<file path="config.mk">
export PLATFORM = sky130hd
export DESIGN_NAME = cbz_queue
export DESIGN_NICKNAME = d
export VERILOG_FILES = /design/src/hdl/cbz_pkg.sv /design/src/hdl/cbz_queue.sv
export SDC_FILE = /design/constraint.sdc
export NUM_CORES = 1
export LEC_CHECK = 0
export BUFFER_PORTS_ARGS = -buffer_cell sky130_fd_sc_hd__buf_4
export CAP_MARGIN = 10
export CORE_ASPECT_RATIO = 1.25
export CORE_UTILIZATION = 47
export CTS_CLUSTER_DIAMETER = 80
export DETAILED_ROUTE_END_ITERATION = 12
export PLACE_DENSITY = 0.76
export SETUP_SLACK_MARGIN = 0.15
export SYNTH_ARGS = -nofsm -noshare
export SYNTH_HDL_FRONTEND = slang
export SYNTH_SLANG_ARGS = --single-unit
</file>
<file path="constraint.sdc">
create_clock -name clk -period 9.41 [get_ports clk]
set_clock_uncertainty 0.15 [all_clocks]
set_input_delay 0.4705 -clock clk [delete_from_list [all_inputs] [get_ports clk]]
set_output_delay 0.4705 -clock clk [all_outputs]
set_load 0.01 [all_outputs]
</file>
<file path="src/hdl/cbz_pkg.sv">
// Shared constants and types for the cubic Bezier forward-differencing tessellator.
package cbz_pkg;

	localparam int unsigned STEPS_DEF = 64;
	localparam int unsigned GUARD_DEF = 24;
	localparam int unsigned COORD_W = 24;
	localparam int unsigned ACC_W = 64;
	localparam int unsigned TOL_W = 32;
	localparam logic [TOL_W-1:0] TOL_RESET = 32'd16384;
	localparam int unsigned MAG_LIMIT_LOG2 = 30;

	// One curve as queued between the front and the back.
	typedef struct packed {
		logic signed [COORD_W-1:0] p0x;
		logic signed [COORD_W-1:0] p0y;
		logic signed [COORD_W-1:0] p1x;
		logic signed [COORD_W-1:0] p1y;
		logic signed [COORD_W-1:0] p2x;
		logic signed [COORD_W-1:0] p2y;
		logic signed [COORD_W-1:0] p3x;
		logic signed [COORD_W-1:0] p3y;
	} curve_t;

	// Handshake between the queue and the back end.
	typedef struct packed {
		logic valid;
		logic take;
	} qhs_t;

endpackage

</file>
<file path="src/hdl/cbz_queue.sv">
// Two-entry curve queue between the front end and the back end.
module cbz_queue (
	input  logic           clk,
	input  logic           arst_n,
	input  logic           in_valid,
	output logic           in_stall,
	input  cbz_pkg::curve_t in_curve,
	output cbz_pkg::qhs_t  hs_out,
	input  logic           out_take,
	output cbz_pkg::curve_t out_curve
);
	cbz_pkg::curve_t mem_q [2];
	logic            wr_q, rd_q;
	logic [1:0]      cnt_q;
	logic            push, pop;

	assign in_stall = (cnt_q == 2'd2);
	assign push = in_valid && !in_stall;
	assign pop = out_take && (cnt_q != 2'd0);
	assign hs_out.valid = (cnt_q != 2'd0);
	assign hs_out.take = pop;
	assign out_curve = mem_q[rd_q];

	always_ff @(posedge clk) begin
		if (push) begin
			mem_q[wr_q] <= in_curve;
		end
	end

	always_ff @(posedge clk or negedge arst_n) begin
		if (!arst_n) begin
			wr_q <= 1'b0;
			rd_q <= 1'b0;
			cnt_q <= 2'd0;
		end else begin
			if (push) wr_q <= ~wr_q;
			if (pop) rd_q <= ~rd_q;
			cnt_q <= cnt_q + {1'b0, push} - {1'b0, pop};
		end
	end
endmodule

</file>
Word level (Yosys, flattened, before mapping). Memory sizes are Yosys's and may differ from the RTL's. Index checks and enable logic that the tools add are counted.

Register bits after elaboration: 4. Latch bits: 0. Memory bits (writable): 384. Memory bits (read-only): 0. Input port bits: 196. Logic and storage cells: 15. Memories: 1.

Add/subtract/negate cells: 2. Multiply operators: 0. Divide/modulo/power cells: 0. $lt $le $gt $ge: 0. Equality and inequality tests: 1. Shift-type cells: 0. Muxes and demuxes: 2. Bitwise operators: 2. Reductions and logical operators: 4.

Memories: mem_q (depth 2, bits a word 192, rd ports 1, clocked after memory_dff 0, write ports 1, RTL line cbz_queue.sv:12) `cbz_pkg::curve_t mem_q [2];`.

Operators by type and width (number): adder 2 x 1 -> 2 bit (1); == test 2 bit, second input constant (1); logical AND 1 bit (2); 2-to-1 mux 1 bit (2); inverter 1 bit (2); nonzero test 2 bit (1); subtractor 2 x 1 -> 2 bit (1); zero test 1 bit (1).

Logic depth before layout (Yosys ltp).
Depth after elaboration: 5. Mapped depth: 7.

Worst setup path before layout. OpenSTA, ideal clock, no wires.

Kind: reg2reg. Start: reg cnt_q[1]. End: mem mem_q[0][0] (netlist name) (enable). Library setup time: 0.747 ns. Arrival time: 8.550 ns. Path slack: -0.037 ns. Stages on the path, launching flop included: 4. Period minus slack after synthesis: 9.447 ns. Path through: dfrtp_1 -> nand2b_1 -> nand2_1 -> nor2_1.

Longest elaborated chain between the ends: 5.

Ends and longest elaborated chain: start, declared (RTL line cbz_queue.sv:14) `logic [1:0] cnt_q;`; start signal, assigned (RTL line cbz_queue.sv:38) `cnt_q <= cnt_q + {1'b0, push} - {1'b0, pop};`; == test 2 bit (RTL line cbz_queue.sv:17) `assign in_stall = (cnt_q == 2'd2);`; zero test 1 bit (RTL line cbz_queue.sv:18) `assign push = in_valid && !in_stall;`; logical AND 1 bit (RTL line cbz_queue.sv:18); 2-to-1 mux 1 bit (RTL line cbz_queue.sv:25) `if (push) begin`; 2-to-1 mux 1 bit (not written as such) (RTL line cbz_queue.sv:26) `mem_q[wr_q] <= in_curve;`; end, declared (RTL line cbz_queue.sv:12).

No other way between the ends.

==> impl_metrics.csv <==
group,metric,value,unit
floorplanning,dieArea,30700,sq um
clock_network,htreeDepth,2,
grt,grt_pass1_wl,48.2,mm
final_layout,final_common_cell,"buf_4",
yosys,syn-instance-count,616,
yosys,synth_edf_count,384,
clock_network,clk_pin_slew,60,ps
drt,dr_total_vias,8070,
final_layout,num-fill-cells,1757,
yosys,muxShareOfSynthArea,0.154,
floorplanning,die_w,157,um
timing,tightest_slew,1160,ps
timing,rsz0062_at_grt,"false",
yosys,synth_top_cell_by_area,"edfxtp_1",
yosys,ys_seq_elements,388,
clock_network,cts_tree,"built",
yosys,synthAdderAreaFrac,0.00178,
clock_network,cts_buffers,38,
yosys,synth-compound-area-share,0,
drt,vias_per_cell,4.91,
timing,fmax,265,MHz
yosys,syn_area,14100,sq um
critical_path,cp_max_fo,76,
timing,fin_crit_sh,0.401,
floorplanning,fp.coreArea,29300,sq um
power,power_switching,0.00167,W
critical_path,start_kind,"flip-flop",
worst_hold_path,holdCritPathClass,"input port to async pin",
final_layout,final_nets,1420,
yosys,synth_top_family_by_area,"multiplexers",
placed_design,gp_congestion,0.747,
timing,hold_ws,143,ps
grt,grt_max_degree,193,
grt,overflow,0,
grt,gr-usage-all-layers,0.211,
clock_network,clock_sinks,388,
placed_design,io_buffers,390,
yosys,synth_top_area_frac,0.819,
outcome,status,"completed",
yosys,synthSimpleGateAreaFrac,0.00231,
drt,wirelength,32.7,mm
power,ir_drop,0.358,mV
timing,finalMaxSlewViolations,0,
floorplanning,num_rows,70,
final_layout,syn_to_final_growth,45.9,%
critical_path,arrival,3160,ps
final_layout,regArea,11600,sq um
clock_network,cts_resized,0,
final_layout,final_cell_mix,"394 x buf_4, 384 x edfxtp_1, 193 x dlygate4sd3_1, 192 x mux2_2, 41 x clkbuf_16",
yosys,async_reset_ff_frac,0.0103,
clock_network,cts_buffer_depth,3,
clock_network,clock_latency,520,ps
yosys,synthFlopType,"edfxtp_1",
yosys,yosysSeqAreaShare,0.826,
timing,maxSlewHeadroom,0.228,
placed_design,dp_hpwl,18.3,mm
clock_network,clockRootBuffer,"clkbuf_16",
power,power_leakage,7.72,nW
power,power.internal,0.00421,W
yosys,ys_types,16,
drt,wl_per_cell,19.9,um
yosys,synthesis.nets,814,
yosys,synth-xor-area-share,0.00249,
yosys,ys_warn_count,0,
grt,grt_pass1_vias,8845,
power,p_clk_frac,0.253,
flow_run,max_cap_viol_count,0,
drt,drtIter0Drc,352,
final_layout,drive_gt1_frac,0.518,
yosys,avgSynthCellArea,22.9,sq um
floorplanning,fp.dieH,196,um
drt,dr.pass1.iters,4,
yosys,synth_area_leaders,"edfxtp_1 82%, mux2_2 15%, dfrtp_1 0.71%",
grt,antenna_found_initial,3,
power,combPwrFrac,0.317,
drt,ant_nets,0,
timing,period_minus_slack,3780,ps
critical_path,path_class,"flip-flop to output pin",
final_layout,utilization,0.700,
critical_path,end_kind,"output pin",
power,p_sw_frac,0.284,
power,p_seq_frac,0.430,
timing,setup_viol,0,
floorplanning,ios,391,
timing,hold_violations,0,
timing,fin_setup_tns,0,ps
drt,drc,0,
critical_path,critPathRequiredTime,8790,ps
clock_network,holdBufCountCts,193,
power,p_per_area,286,nW/um^2
clock_network,post_cts_buffers,0,
floorplanning,initial_utilization,0.480,
final_layout,multiInputGateArea,2270,sq um
## state kept, by name, indices dropped and copies added, names as in the netlist
signal / flops
wr_q: 1
cnt_q: 2
rd_q: 1
mem_q: 384
## metrics by stage
stage               instances  worst slack [ps]  power (W)  instance area (sq um)
floorplan                 616              3210    0.00358                  14100
global placement         1385              6160    0.00430                  17400
detailed placement       1385              6150    0.00434                  17400
CTS                      1642              5580    0.00589                  20500
global route             1644              5460    0.00611                  20500
finish                   1645              5630    0.00588                  20500
## final timing paths
check / start / end / slack (ps) / cells past startpoint
max in group asynchronous: arst_n / rd_q / 8850 / 2
worst min register to register: cnt_q[0] / cnt_q[0] / 410 / 1
min in group clk: out_take / rd_q / 190 / 3
worst min-delay path: arst_n / wr_q / 140 / 2
worst max register to register: cnt_q[1] / mem_q[1][97] / 6610 / 3
worst max-delay path: rd_q / out_curve[49] / 5630 / 3
## critical path, stage by stage, from the launching register on
cell	delay, ps
dfrtp_4	1150
buf_4	860
mux2_2	430
buf_4	150
## logic make-up (layout without fill, tap and decap cells)
family        Yosys count  after routing
mux                   192            192
xor+xnor                4              4
flops                 388            388
fa+ha+maj               2              2
buf+inv                24            654
other cells             0              3
simple gates            6              6
## per-layer routing
metal,vias to the layer above,part of all wire,track usage
met5,-,0,0
met3,78,0.067,0.0548
met2,310,0.54,0.389
li1,3667,-,-
met1,4015,0.35,0.218
met4,0,0.044,0.103
## synth_stat cells, types with 2 or more instances
cell type,n
xnor2_1,3
edfxtp_1,384
ha_1,2
dfrtp_1,4
buf_4,12
inv_1,2
buf_6,8
mux2_2,192
buf_2,2
## final cells by class
cell class                 count  share of cell area
sequential                   388               0.566
timing repair buffer         588               0.239
multi-input combinational    204               0.110
clock buffer                  45              0.0512
tap                          396              0.0241
clock inverter                19             0.00822
inverter                       2            0.000365
antenna                        3            0.000365
## power groups by stage
stage | Combinational, W | Clock [W] | Sequential, W
after global placement | 0.00177 | 0 | 0.00253
after CTS | 0.00186 | 0.00150 | 0.00252
after floorplan | 0.00105 | 0 | 0.00253
after detailed placement | 0.00178 | 0 | 0.00256
final | 0.00187 | 0.00149 | 0.00253
after global routing | 0.00197 | 0.00158 | 0.00256
No activity file was read; power rests on OpenSTA's default activity.
